**src/design/assert_macros.svh**
```systemverilog
// assertion macros used by the top-level design file
`ifndef ASSERT_MACROS_SVH
`define ASSERT_MACROS_SVH

// same-cycle implication, disabled while reset is low
`define ASSERT_IMP(label, clk, rst_n, ante, cons) \
  label: assert property (@(posedge clk) disable iff (!rst_n) (ante) |-> (cons)) \
    else $error("same-cycle implication failed");

// next-cycle implication, disabled while reset is low
`define ASSERT_NEXT(label, clk, rst_n, ante, cons) \
  label: assert property (@(posedge clk) disable iff (!rst_n) (ante) |=> (cons)) \
    else $error("next-cycle implication failed");

`endif

```
**src/design/bcsia_pkg.sv**
```systemverilog
// shared constants and types for the binned coordinate sort and id assign block
`timescale 1ns / 1ps
`default_nettype none

package bcsia_pkg;

  localparam int MAX_RECORDS_DEF = 1024;
  localparam int MAX_BINS_DEF    = 1024;
  localparam int COORD_BITS_DEF  = 32;

  localparam int BIN_IN_W    = 32;
  localparam int IN_COORD_W  = 32;
  localparam int OWNER_W     = 16;
  localparam int LOCAL_W     = 20;
  localparam int ID_W        = 48;
  localparam int STATUS_W    = 2;
  localparam int LOAD_POS_W  = 10;
  localparam int CFG_INDEX_W = 2;
  localparam int CFG_DATA_W  = 48;

  localparam logic OP_LOAD  = 1'b0;
  localparam logic OP_FETCH = 1'b1;

  localparam logic [STATUS_W-1:0] STATUS_RECORD  = 2'd0;
  localparam logic [STATUS_W-1:0] STATUS_DONE    = 2'd1;
  localparam logic [STATUS_W-1:0] STATUS_BAD_BIN = 2'd2;

  localparam logic [CFG_INDEX_W-1:0] CFG_BIN_LOW  = 2'd0;
  localparam logic [CFG_INDEX_W-1:0] CFG_BIN_HIGH = 2'd1;
  localparam logic [CFG_INDEX_W-1:0] CFG_ID_BASE  = 2'd2;

  localparam logic [BIN_IN_W-1:0] BIN_HIGH_RESET = 32'd1024;

  // broadcast controls for every cell of the chain
  typedef struct packed {
    logic shift;
    logic clear;
  } cell_ctrl_t;

endpackage

`default_nettype wire

```
**src/design/bcsia_cell.sv**
```systemverilog
// one cell of the sorting chain: holds a record key and passes the larger one on
`timescale 1ns / 1ps
`default_nettype none

module bcsia_cell #(
  parameter int KEY_W = 106,
  parameter int POS_W = 10
) (
  input  wire                     clk,
  input  wire                     rst_n,
  input  bcsia_pkg::cell_ctrl_t   ctrl,
  input  wire                     up_valid,
  input  wire  [KEY_W-1:0]        up_key,
  input  wire  [POS_W-1:0]        up_pos,
  input  wire                     right_valid,
  input  wire  [KEY_W-1:0]        right_key,
  input  wire  [POS_W-1:0]        right_pos,
  output logic                    trav_valid,
  output logic [KEY_W-1:0]        trav_key,
  output logic [POS_W-1:0]        trav_pos,
  output logic                    held_valid,
  output logic [KEY_W-1:0]        held_key,
  output logic [POS_W-1:0]        held_pos
);

  logic             held_valid_r, held_valid_nxt;
  logic [KEY_W-1:0] held_key_r, held_key_nxt;
  logic [POS_W-1:0] held_pos_r, held_pos_nxt;
  logic             trav_valid_r, trav_valid_nxt;
  logic [KEY_W-1:0] trav_key_r, trav_key_nxt;
  logic [POS_W-1:0] trav_pos_r, trav_pos_nxt;

  always_comb begin
    held_valid_nxt = held_valid_r;
    held_key_nxt   = held_key_r;
    held_pos_nxt   = held_pos_r;
    trav_valid_nxt = 1'b0;
    trav_key_nxt   = trav_key_r;
    trav_pos_nxt   = trav_pos_r;
    if (ctrl.clear) begin
      held_valid_nxt = 1'b0;
    end else if (ctrl.shift) begin
      held_valid_nxt = right_valid;
      held_key_nxt   = right_key;
      held_pos_nxt   = right_pos;
    end else if (up_valid) begin
      if (!held_valid_r) begin
        held_valid_nxt = 1'b1;
        held_key_nxt   = up_key;
        held_pos_nxt   = up_pos;
      end else if ((up_key < held_key_r) ||
                   ((up_key == held_key_r) && (up_pos < held_pos_r))) begin
        // smaller key takes the slot; equal keys are ordered by load slot,
        // so the older of two equal records stays ahead of the younger one
        held_key_nxt   = up_key;
        held_pos_nxt   = up_pos;
        trav_valid_nxt = 1'b1;
        trav_key_nxt   = held_key_r;
        trav_pos_nxt   = held_pos_r;
      end else begin
        trav_valid_nxt = 1'b1;
        trav_key_nxt   = up_key;
        trav_pos_nxt   = up_pos;
      end
    end
  end

  always_ff @(posedge clk) begin
    if (!rst_n) begin
      held_valid_r <= 1'b0;
      trav_valid_r <= 1'b0;
    end else begin
      held_valid_r <= held_valid_nxt;
      trav_valid_r <= trav_valid_nxt;
    end
  end

  always_ff @(posedge clk) begin
    held_key_r <= held_key_nxt;
    held_pos_r <= held_pos_nxt;
    trav_key_r <= trav_key_nxt;
    trav_pos_r <= trav_pos_nxt;
  end

  assign trav_valid = trav_valid_r;
  assign trav_key   = trav_key_r;
  assign trav_pos   = trav_pos_r;
  assign held_valid = held_valid_r;
  assign held_key   = held_key_r;
  assign held_pos   = held_pos_r;

endmodule

`default_nettype wire

```
**config.mk**
```make
export PLATFORM = sky130hd
export DESIGN_NAME = bcsia_cell
export DESIGN_NICKNAME = d
export VERILOG_FILES = /design/src/design/assert_macros.svh /design/src/design/bcsia_pkg.sv /design/src/design/bcsia_cell.sv
export SDC_FILE = /design/constraint.sdc
export NUM_CORES = 1
export LEC_CHECK = 0
export BUFFER_PORTS_ARGS = -buffer_cell sky130_fd_sc_hd__buf_2
export CORE_AREA = 2 2 182 184
export CTS_CLUSTER_SIZE = 10
export DETAILED_ROUTE_END_ITERATION = 7
export DIE_AREA = 0 0 184 186
export GPL_TIMING_DRIVEN = 0
export PLACE_DENSITY = 0.64
export SYNTH_ARGS = -nofsm -noshare
export SYNTH_HDL_FRONTEND = slang
export SYNTH_SLANG_ARGS = --single-unit
```
**constraint.sdc**
```tcl
create_clock -name clk -period 28 [get_ports clk]
set_input_delay 4.2 -clock clk [delete_from_list [all_inputs] [get_ports clk]]
set_output_delay 4.2 -clock clk [all_outputs]
set_load 0.005 [all_outputs]
```
==> Yosys cells after proc, flatten, opt, wreduce, memory -nomap -nowiden <==
Index checks and enable logic that the tools add are counted.
{ "totals": {"regBits": 234, "inputBits": 238, "out_inout_bits": 234, "elab_cells": 34} }
{ "op_classes": {"order_cmp": 2, "eq_ne": 2, "muxes": 13, "n_bitwise": 4, "n_reduce_logical": 7} }
{ "ops": {"columns": ["operator", "count"], "rows": [
  ["2-to-1 mux 106 bit", 5],
  ["equality test 106 bit", 1],
  ["less-than comparator 106 bit", 1],
  ["2-to-1 mux 10 bit", 5],
  ["less-than comparator 10 bit", 1],
  ["NOT 1 bit", 4],
  ["AND reduction 4 bit", 1],
  ["OR reduction 4 bit", 1],
  ["2-to-1 mux 1 bit", 3],
  ["inequality test 3 x 2 -> 1 bit (second input constant)", 1],
  ["AND reduction 3 bit", 1],
  ["nonzero test 2 bit", 1],
  ["OR reduction 2 bit", 1],
  ["logical AND 1 bit", 1],
  ["logical OR 1 bit", 1]
]} }

==> Depth between registers and ports, before layout <==
Gate-level depths: netlist of the first run.
{ "logic_depth": {"ltp_word": 7, "mapped_depth": 12, "mapped_depth_nobuf": 10} }

==> Worst setup path before layout of the first run <==
No wires, ideal clock.
{ "synth_path": {"path_kind": "input to register", "startpoint": "input port up_key[73]", "endpoint": "register held_key_r[0] (netlist: held_key[0]), enable pin", "setup_ps": 763, "arrival_ps": 14218, "required_ps": 27237, "path_slack_ps": 13019, "path_stages": 11, "path_buffers": 2, "path_cell_list": "ha_1 -> nand4_1 -> nor4_2 -> nor3b_2 -> nand3_1 -> nor3_2 -> nor4b_4 -> a31oi_4 -> buf_6 -> buf_6 -> a211oi_1"} }
{ "synth_via": {"elab_chain_len": 5, "word_cells_on_any_way": 6, "cone_classes": "1 x order compare; 2 x eq/ne; 3 x reduce/logical"} }
{ "synth_lines": {"columns": ["item", "line", "rtl"], "rows": [
  ["from (decl)", "bcsia_cell.sv:13", "input wire [KEY_W-1:0] up_key,"],
  ["parallel branches: the longest is 2 deep, another holds less-than comparator 106 bit", null, null],
  ["logical OR 1 bit *", "bcsia_cell.sv:51", "end else if ((up_key < held_key_r) ||"],
  ["inequality test 3 x 2 -> 1 bit (no line) *", null, null],
  ["AND reduction 3 bit (no line) *", null, null],
  ["to (signal assigned)", "bcsia_cell.sv:79", "held_key_r <= held_key_nxt;"],
  ["to (decl)", "bcsia_cell.sv:27", "logic [KEY_W-1:0] held_key_r, held_key_nxt;"]
]} }
Every way passes the cells marked *.
A chain may end at the register's enable or synchronous reset.

==> Worst setup path in the final report of the first run <==
{ "layout_path": {"startpoint": "input port up_key[83]", "endpoint": "register held_key_r[50] (netlist: held_key[50]), enable pin"} }
Same word-level chain as after synthesis.

==> results of run 1 <==
## cell type report
type | instances | area, um2
fillers | 2870 | 15500
flip-flops and latches | 234 | 7010
multi-input cells | 528 | 5250
repair buffers | 481 | 2560
clock buffers | 45 | 786
well taps | 408 | 510
inverters | 118 | 443
plain buffers | 25 | 134
clock inverters | 2 | 10.0
diodes | 4 | 10.0
## layer usage
| metal | GRT usage (%) | up-vias | wire, um |
|---|---|---|---|
| met5 | 0 | - | 27 |
| met4 | 6.50 | 4 | 1120 |
| met3 | 5.79 | 64 | 2820 |
| met2 | 37.7 | 341 | 19000 |
| met1 | 24.8 | 4463 | 14500 |
| li1 | - | 4441 | - |
## worst register-to-register path: stages (launching register included)
cell,delay (ns)
edfxtp_1,0.37
inv_1,0.05
ha_1,0.29
nand4_1,0.16
nor4_1,0.71
nand3_1,0.19
nor3_2,0.28
nor4b_4,0.34
a31oi_4,0.14
buf_6,0.23
buf_6,0.18
a211oi_4,0.64
buf_16,0.24
buf_8,0.20
buf_8,0.20
buf_16,0.18
## through the flow
step                instance area (um2)  instances  utilization [%]  power [mW]
global route                      16700       1845             51.9       0.937
finish                            16700       1845             51.9       0.900
detailed placement                15900       1794             49.4       0.577
floorplan                         12800        905                -       0.516
CTS                               16700       1841             51.8       0.910
global placement                  15700       1784             48.7       0.575
## flip-flops by register name, summed over array words and instances, names as in the netlist
register and count:
trav_valid 1, held_valid 1, held_key 106, trav_pos 10
held_pos 10, trav_key 106
## worst max path at each step
stage                      startpoint                      to  slack (ns)  cells past startpoint
after floorplan            up_key[73]   held_key[0]$_DFFE_PP_       13.02                     11
after global placement    up_key[101]  held_key[51]$_DFFE_PP_        6.54                     12
after detailed placement  up_key[101]  held_key[55]$_DFFE_PP_       19.15                     16
after CTS                 up_key[101]  held_key[55]$_DFFE_PP_       19.73                     16
after global routing       up_key[83]  held_key[55]$_DFFE_PP_       19.60                     15
final                      up_key[83]  held_key[50]$_DFFE_PP_       19.92                     15
## placed cells by master, fill, tap and decap left out, types with 2 or more instances in the layout
| cell | n |
|---|---|
| nand2_1 | 22 |
| buf_6 | 4 |
| diode_2 | 4 |
| nand3_1 | 12 |
| buf_1 | 2 |
| and4_1 | 3 |
| a211oi_1 | 6 |
| o21ai_1 | 2 |
| o21ai_0 | 14 |
| nor3_1 | 3 |
| clkinv_2 | 2 |
| mux2_4 | 29 |
| nor2b_1 | 3 |
| inv_1 | 118 |
| nor4_1 | 3 |
| clkbuf_1 | 27 |
| a31oi_1 | 2 |
| a21boi_0 | 2 |
| a21oi_1 | 42 |
| a221oi_1 | 3 |
| buf_2 | 479 |
| a21o_1 | 15 |
| ha_1 | 115 |
| dfxtp_1 | 2 |
| buf_8 | 6 |
| and2_1 | 2 |
| mux2_2 | 202 |
| clkbuf_16 | 29 |
| o211ai_1 | 4 |
| edfxtp_1 | 232 |
| nand4_1 | 20 |
| nor2_1 | 8 |
| buf_16 | 4 |
## logic make-up (layout without fill, tap and decap cells)
| logic type | after synthesis | count (layout) |
|---|---|---|
| simple gates | 85 | 85 |
| fa+ha+maj | 115 | 115 |
| mux | 231 | 231 |
| buf+inv | 143 | 671 |
| flops | 234 | 234 |
| compound gates | 97 | 97 |
| other cells | 0 | 4 |
## power groups by stage
stage	registers, mW	clock network [mW]	logic, mW
6_report	0.416	0.331	0.153
2_1_floorplan	0.426	0	0.0896
3_3_place_gp	0.428	0	0.147
3_5_place_dp	0.423	0	0.154
4_1_cts	0.416	0.339	0.155
5_1_grt	0.417	0.349	0.170
==> impl_metrics.json, run 1 <==
{
  "critPathSlowestCell": "nor4_1",
  "synth_area_leader_cell": "edfxtp_1",
  "synthTopCellsByCount": "edfxtp_1 (232), mux2_2 (202), inv_1 (118), ha_1 (115), a21oi_1 (42)",
  "maxSlewHeadroom_pct": 40.6,
  "numCtsBuffers": 28,
  "grt_pass1_wl_um": 55400,
  "cts-hold-fix-buffers": 0,
  "portBuffers": 471,
  "die-area_um2": 34200,
  "postRouteAntennaNets": 0,
  "skew_ns": 0.0193,
  "r2r_end": "held_key[50]$_DFFE_PP_",
  "p_sw_share_pct": 24.8,
  "cts.htree.levels": 1,
  "cts_buffer_depth": 3,
  "start_util_pct": 39.8,
  "rsz0062_at_grt": "false",
  "yosys.area_share.simple_pct": 3.78,
  "crit_buf_inv": 7,
  "area_growth_pct": 30.3,
  "track_usage_pct": 21.2,
  "netlist.area_leader.share_pct": 54.4,
  "cts_root_buffer": "clkbuf_16",
  "drt_iter0_drc": 401,
  "hold_ws_ns": 0.601,
  "grt_pass1_vias": 9458,
  "post_cts_resized": 0,
  "hpwl_um": 29500,
  "die_h_um": 186,
  "cts_tree": "yes",
  "synth.area.mux_share_pct": 21.1,
  "placementRows": 66,
  "io_pins": 472,
  "worstRegToRegCells": 15,
  "synth-compound-area-share_pct": 4.69,
  "cts_setup_buffers": 0,
  "path_clk_slew_ns": 0.06,
  "slowest_delay_ns": 0.71,
  "synth_seq_cells": 234,
  "synth_area_um2": 12800,
  "irDropWorstVdd_mv": 0.0477,
  "pre_cts_slack_ns": 19.15,
  "post-route-period-util_pct": 28.9,
  "power.leakage_nw": 7.48,
  "place_congestion": 0.830,
  "p_switching_mw": 0.223,
  "cp_cell_sequence": "buf_2 > ha_1 > nand4_1 > nor4_1 > nand3_1 > nor3_2 > nor4b_4 > a31oi_4 > buf_6 > buf_6 > a211oi_4 > buf_16 > buf_8 > buf_8 > buf_16",
  "synth_top_family_by_area": "multiplexers",
  "synth-edff-count": 232,
  "grt_max_degree": 54,
  "timing.fmax_mhz": 124,
  "max_cap_viol_count": 0,
  "clock_latency_ns": 0.54,
  "clkSinkCount": 234,
  "tightest_slew_ns": 0.891,
  "worstHoldEndpoint": "trav_key[94]$_DFFE_PP_",
  "wl_per_cell_um": 20.3,
  "synth_nets": 1258,
  "synth-xor-area-share_pct": 0,
  "required_ns": 28.24,
  "hold_depth": 1,
  "antenna_found_initial": 6,
  "via_per_inst": 5.05,
  "setup_viol": 0,
  "synth_ff_type": "edfxtp_1",
  "crit_path_max_fanout": 16,
  "cp-end-kind": "flip-flop",
  "nNetsFinal": 1769,
  "rr_startpoint": "held_key[84]$_DFFE_PP_",
  "r2r_setup_slack_ns": 23.27,
  "drt_wl_total_um": 37500,
  "drive_above_1_share_pct": 53.2,
  "finalSetupTns_ns": 0,
  "clockPowerShare_pct": 36.7,
  "intPower_mw": 0.677,
  "dr.pass1.iters": 5,
  "setup_slack_ns": 19.92,
  "vias": 9313,
  "ys_types": 43,
  "drv_slew": 0,
  "synthCells": 905,
  "p_seq_share_pct": 46.2,
  "crit_arrival_ns": 8.32,
  "hold_start": "held_key[94]$_DFFE_PP_",
  "yosys_warnings": 0,
  "fp.dieW_um": 184,
  "critical_path_class": "in2reg",
  "overflow": 0,
  "period_needed_ns": 8.08,
  "postSynthAreaPerCell_um2": 14.2,
  "status": "finished clean",
  "hold_path.class": "reg2reg",
  "yosys.area_share.adder_pct": 11.2,
  "async_flop_share_pct": 0,
  "drc": 0,
  "p_per_area_nw_per_um2": 53.8,
  "ys_seq_area_share_pct": 54.7,
  "critPathTopFamily": "simple AND/OR/NAND/NOR gates",
  "yosys-top-cells-area": "edfxtp_1 (54%), mux2_2 (18%), ha_1 (11%)",
  "core_area_um2": 32200,
  "setup.worst_path.start_class": "input port",
  "comb_power_share_pct": 17.0,
  "synth_most_common_cell": "edfxtp_1",
  "final-hold-violation-count": 0
}
Note: power is estimated with default switching activity, not from simulation.
==> run 2, diff against run 1 <==
--- a/config.mk
+++ b/config.mk
@@ -6,12 +6,12 @@
 export NUM_CORES = 1
 export LEC_CHECK = 0
 export BUFFER_PORTS_ARGS = -buffer_cell sky130_fd_sc_hd__buf_2
-export CORE_AREA = 2 2 182 184
+export CORE_ASPECT_RATIO = 0.5
+export CORE_UTILIZATION = 46
 export CTS_CLUSTER_SIZE = 10
 export DETAILED_ROUTE_END_ITERATION = 7
-export DIE_AREA = 0 0 184 186
 export GPL_TIMING_DRIVEN = 0
-export PLACE_DENSITY = 0.64
+export PLACE_DENSITY = 0.75
 export SYNTH_ARGS = -nofsm -noshare
 export SYNTH_HDL_FRONTEND = slang
 export SYNTH_SLANG_ARGS = --single-unit
==> constraint.sdc (replaced) <==
create_clock -name clk -period 6.65 [get_ports clk]
set_input_delay 0.9975 -clock clk [delete_from_list [all_inputs] [get_ports clk]]
set_output_delay 0.9975 -clock clk [all_outputs]
set_load 0.005 [all_outputs]
==> impl_metrics.json, run 2 (synthesized netlist as in run 1, its figures left out) <==
{
  "core_area_um2": 26900,
  "crit_path_max_fanout": 18,
  "p_seq_share_pct": 46.6,
  "crit_buf_inv": 7,
  "power.leakage_nw": 7.46,
  "cp-end-kind": "flip-flop",
  "num-fill-cells": 2162,
  "overflow": 0,
  "post_cts_resized": 0,
  "status": "finished clean",
  "cts_root_buffer": "clkbuf_16",
  "multi_input_area_um2": 5250,
  "cp_cell_sequence": "buf_2 > ha_1 > and4_1 > nand2_1 > nor3_1 > nand3_1 > nor3_2 > nor4b_4 > a31oi_4 > buf_6 > buf_6 > a211oi_4 > buf_16 > buf_16 > buf_8 > buf_16",
  "cts_tree": "yes",
  "postRouteAntennaNets": 0,
  "hold_path.class": "reg2reg",
  "required_ns": 6.90,
  "tightest_slew_ns": 0.818,
  "intPower_mw": 2.83,
  "setup.worst_path.start_class": "input port",
  "setup_slack_ns": 1.75,
  "cts-hold-fix-buffers": 0,
  "rsz0062_at_grt": "false",
  "timing.fmax_mhz": 204,
  "grt_pass1_vias": 9811,
  "cts_buffer_depth": 3,
  "critical_path_class": "in2reg",
  "max_cap_viol_count": 0,
  "start_util_pct": 47.6,
  "dp_cells": 1760,
  "via_per_inst": 5.26,
  "io_pins": 472,
  "cpMostUsedCell": "buf_16",
  "clockPowerShare_pct": 36.1,
  "path_clk_slew_ns": 0.06,
  "nNetsFinal": 1768,
  "track_usage_pct": 25.6,
  "finalSetupTns_ns": 0,
  "final_cell_mix": "buf_2 (479), edfxtp_1 (232), mux2_2 (202)",
  "die-area_um2": 28600,
  "clock_latency_ns": 0.54,
  "grt_max_degree": 59,
  "pre_cts_slack_ns": 1.14,
  "critPathTopFamily": "simple AND/OR/NAND/NOR gates",
  "cts_setup_buffers": 0,
  "skew_ns": 0.0141,
  "post-route-period-util_pct": 73.7,
  "comb_power_share_pct": 17.4,
  "period_needed_ns": 4.90,
  "final-hold-violation-count": 0,
  "cts.htree.levels": 1,
  "p_sw_share_pct": 24.7,
  "stdcell_count": 1802,
  "drv_slew": 0,
  "hpwl_um": 29400,
  "numCtsBuffers": 27,
  "grt_pass1_wl_um": 55900,
  "wl_per_cell_um": 20.7,
  "drc": 0,
  "fp.dieW_um": 238,
  "dr.pass1.iters": 5,
  "clkSinkCount": 234,
  "setup_viol": 0,
  "irDropWorstVdd_mv": 0.179,
  "drt_wl_total_um": 37400,
  "antenna_found_initial": 5,
  "drt_iter0_drc": 495,
  "drive_above_1_share_pct": 53.4,
  "maxSlewHeadroom_pct": 45.5,
  "r2r_setup_slack_ns": 1.91,
  "final_common_cell": "buf_2",
  "p_switching_mw": 0.931,
  "area_growth_pct": 29.8,
  "p_per_area_nw_per_um2": 226,
  "place_congestion": 0.936,
  "vias": 9470,
  "slowest_delay_ns": 0.64,
  "crit_arrival_ns": 5.15,
  "critPathSlowestCell": "a211oi_4",
  "regArea_um2": 7010,
  "die_h_um": 120,
  "placementRows": 42,
  "portBuffers": 471
}
-- run 2: changes by cell type in the layout (fill, tap and decap cells not counted), sizes merged --
cell | before | now
diode | 4 | 5
bufinv | 0 | 1
clkbuf | 56 | 47
clkinv | 2 | 0
-- run 2: power groups by stage --
stage | registers [mW] | clock network, mW | logic [mW]
after floorplan | 1.78 | 0 | 0.378
after global placement | 1.79 | 0 | 0.617
after detailed placement | 1.78 | 0 | 0.654
after CTS | 1.75 | 1.39 | 0.658
after global routing | 1.76 | 1.44 | 0.717
final | 1.75 | 1.36 | 0.654
-- run 2: per-layer routing --
layer	GRT usage (%)	part of all wire, %
met3	4.37	4.5
met2	44.2	50
met4	9.01	3.3
met5	0	0.035
met1	32.5	42
-- run 2: metrics by stage --
stage / area, um2 / hold WS [ns] / utilization [%] / power (mW)
after global placement: 15700 / 0.585 / 58.2 / 2.41
after detailed placement: 15900 / 0.590 / 59.0 / 2.44
after floorplan: 12800 / 0.603 / - / 2.16
after global routing: 16600 / 0.624 / 61.8 / 3.91
after CTS: 16600 / 0.600 / 61.8 / 3.80
final: 16600 / 0.600 / 61.8 / 3.76
-- run 2: worst reg2reg max path, stage by stage, from the launching register on --
cell,delay [ns]
edfxtp_1,0.37
inv_1,0.06
ha_1,0.28
and4_1,0.23
nand2_1,0.09
nor3_1,0.57
nand3_1,0.29
nor3_2,0.27
nor4b_4,0.32
a31oi_4,0.13
buf_6,0.22
buf_6,0.19
a211oi_4,0.65
buf_16,0.25
buf_16,0.18
buf_8,0.18
buf_16,0.17
-- run 2: area by class of cell --
type	count	area share (%)
Tap cell	374	2.81
Sequential cell	234	42.1
Inverter	118	2.66
Clock buffer	36	4.33
Antenna cell	5	0.0752
Multi-Input combinational cell	528	31.6
Clock inverter	1	0.181
Buffer	25	0.805
Timing Repair Buffer	481	15.5
-- run 2: path summary, 6_finish.rpt --
path / startpoint / end / cells after the start
worst max-delay path: up_key[103] / held_key[33]$_DFFE_PP_ / 16
worst min-delay path: held_key[28]$_DFFE_PP_ / trav_key[28]$_DFFE_PP_ / 1
worst max register to register: held_key[103]$_DFFE_PP_ / held_key[33]$_DFFE_PP_ / 16
worst min register to register: held_key[28]$_DFFE_PP_ / trav_key[28]$_DFFE_PP_ / 1
==> run 3, diff against run 2 <==
==> constraint.sdc (replaced) <==
create_clock -name clk -period 4.5 [get_ports clk]
set_input_delay 0.675 -clock clk [delete_from_list [all_inputs] [get_ports clk]]
set_output_delay 0.675 -clock clk [all_outputs]
set_load 0.005 [all_outputs]
==> impl_metrics.json, run 3 (synthesized netlist as in run 1, its figures left out) <==
{
  "status": "finished clean",
  "irDropWorstVdd_mv": 0.239,
  "slowest_delay_ns": 0.58,
  "required_ns": 4.74,
  "setup_slack_ns": 0.222,
  "worstSetupEndpoint": "held_key[33]$_DFFE_PP_",
  "die-area_um2": 28600,
  "path_clk_slew_ns": 0.06,
  "period_needed_ns": 4.28,
  "utilization_pct": 62.1,
  "wl_per_cell_um": 20.8,
  "drv_slew": 0,
  "r2r_end": "held_key[33]$_DFFE_PP_",
  "core_area_um2": 26900,
  "via_per_inst": 5.25,
  "placementRows": 42,
  "critical_path_class": "reg2reg",
  "clock_latency_ns": 0.53,
  "die_h_um": 120,
  "cts_buffer_depth": 3,
  "final_cell_mix": "buf_2 (479), edfxtp_1 (232), mux2_2 (202)",
  "grt_pass1_wl_um": 55900,
  "hold_path.class": "in2reg",
  "cp_cell_sequence": "inv_1 > ha_1 > and4_1 > nand2_1 > nor3_1 > nand3_1 > nor3_2 > nor4b_4 > a31oi_4 > buf_6 > buf_12 > a211oi_4 > buf_8 > buf_16 > buf_8 > buf_8",
  "hold_ws_ns": 0.390,
  "post-route-period-util_pct": 95.1,
  "worstRegToRegCells": 16,
  "drt_wl_total_um": 37600,
  "area_growth_pct": 30.3,
  "grt_pass1_vias": 9576,
  "nNetsFinal": 1771,
  "grt_max_degree": 51,
  "num-fill-cells": 2168,
  "fp.dieW_um": 238,
  "antenna_found_initial": 6,
  "cts.htree.levels": 1,
  "numCtsBuffers": 27,
  "drive_above_1_share_pct": 53.8,
  "p_per_area_nw_per_um2": 333,
  "dr.pass1.iters": 5,
  "max_cap_viol_count": 0,
  "maxSlewHeadroom_pct": 45.0,
  "setup_viol": 0,
  "place_congestion": 0.911,
  "skew_ns": 0.00771,
  "start_util_pct": 47.6,
  "cts-hold-fix-buffers": 0,
  "overflow": 0,
  "crit_path_max_fanout": 16,
  "r2r_setup_slack_ns": 0.22,
  "critPathSlowestCell": "nor3_1",
  "dp_cells": 1761,
  "cts_tree": "yes",
  "multi_input_area_um2": 5320,
  "setup.worst_path.start_class": "flip-flop",
  "regArea_um2": 7010,
  "clkSinkCount": 234,
  "timing.fmax_mhz": 234,
  "crit_arrival_ns": 4.52,
  "stdcell_count": 1806,
  "final-hold-violation-count": 0,
  "hpwl_um": 29500,
  "drc": 0,
  "io_pins": 472,
  "cts_root_buffer": "clkbuf_16",
  "rr_startpoint": "held_key[101]$_DFFE_PP_",
  "cp-end-kind": "flip-flop",
  "portBuffers": 471,
  "track_usage_pct": 25.7,
  "worstSetupStartpoint": "held_key[101]$_DFFE_PP_",
  "cpMostUsedCell": "buf_8",
  "postRouteAntennaNets": 0,
  "vias": 9488,
  "final_common_cell": "buf_2",
  "rsz0062_at_grt": "false",
  "power.leakage_nw": 7.47,
  "tightest_slew_ns": 0.824,
  "drt_iter0_drc": 597,
  "pre_cts_slack_ns": -0.775
}
## run 3: cell types whose count changed in the layout (fill, tap and decap cells not counted)
| cell | previous run | this run |
|---|---|---|
| buf_8 | 5 | 8 |
| nor4_1 | 3 | 2 |
| buf_6 | 4 | 3 |
| ha_4 | 0 | 5 |
| buf_12 | 0 | 2 |
| buf_4 | 0 | 2 |
| nor4_2 | 1 | 2 |
| diode_2 | 5 | 4 |
| ha_1 | 115 | 110 |
| clkbuf_8 | 1 | 0 |
| clkbuf_1 | 19 | 22 |
| buf_16 | 5 | 2 |
## run 3: worst min-delay path by stage
stage | slack (ns) | from | end | cells after the start
finish | 0.39 | rst_n | trav_valid$_SDFF_PP0_ | 2
global route | 0.37 | rst_n | trav_valid$_SDFF_PP0_ | 2
CTS | 0.37 | rst_n | trav_valid$_SDFF_PP0_ | 2
detailed placement | 0.59 | held_key[95]$_DFFE_PP_ | trav_key[95]$_DFFE_PP_ | 1
global placement | 0.58 | held_pos[5]$_DFFE_PP_ | trav_pos[5]$_DFFE_PP_ | 1
floorplan | 0.60 | held_key[105]$_DFFE_PP_ | trav_key[105]$_DFFE_PP_ | 1
## run 3: final cells by class
| type | count | share of cell area, % |
|---|---|---|
| sequential | 234 | 41.9 |
| multi-input combinational | 528 | 31.8 |
| timing repair buffer | 484 | 15.4 |
| clock buffer | 38 | 4.29 |
| tap | 374 | 2.80 |
| inverter | 118 | 2.65 |
| buffer | 25 | 0.854 |
| clock inverter | 1 | 0.180 |
| antenna | 4 | 0.0599 |
## run 3: what timing repair did
| item | in CTS | in global routing |
|---|---|---|
| pin swaps | 1 | 0 |
| resized for setup | 0 | 1 |
| buffers inserted | 2 | 0 |
| setup endpoints to repair | 71 | 11 |
## run 3: critical path: cells and delay by family, from the launching register on
family,cells,cell delay (ns)
and+or+nand+nor,6,1.73
AOI/OAI and AO/OA,2,0.39
adders and majority gates,1,0.30
buffers and inverters,7,1.15
DFF,1,0.38
## run 3: per-stage QoR
stage               total power [mW]  instance area [um2]  setup TNS [ns]
global placement                3.56                15700         -658.16
finish                          5.57                16700               0
detailed placement              3.61                15900          -48.57
CTS                             5.61                16700               0
floorplan                       3.20                12900         -156.82
global route                    5.79                16700               0
## run 3: where the power goes
part / total, mW / internal [mW] / switching, mW
combinational: 0.973 / 0.509 / 0.464
sequential: 2.59 / 2.53 / 0.0599
clock: 2.00 / 1.14 / 0.859
## run 3: metal layers
| metal | track usage, % | vias to the layer above | wire [um] |
|---|---|---|---|
| met1 | 33.7 | 4691 | 15800 |
| li1 | - | 4440 | - |
| met2 | 43.0 | 280 | 18700 |
| met5 | 0 | - | 31 |
| met4 | 8.21 | 4 | 1090 |
| met3 | 4.90 | 73 | 1930 |
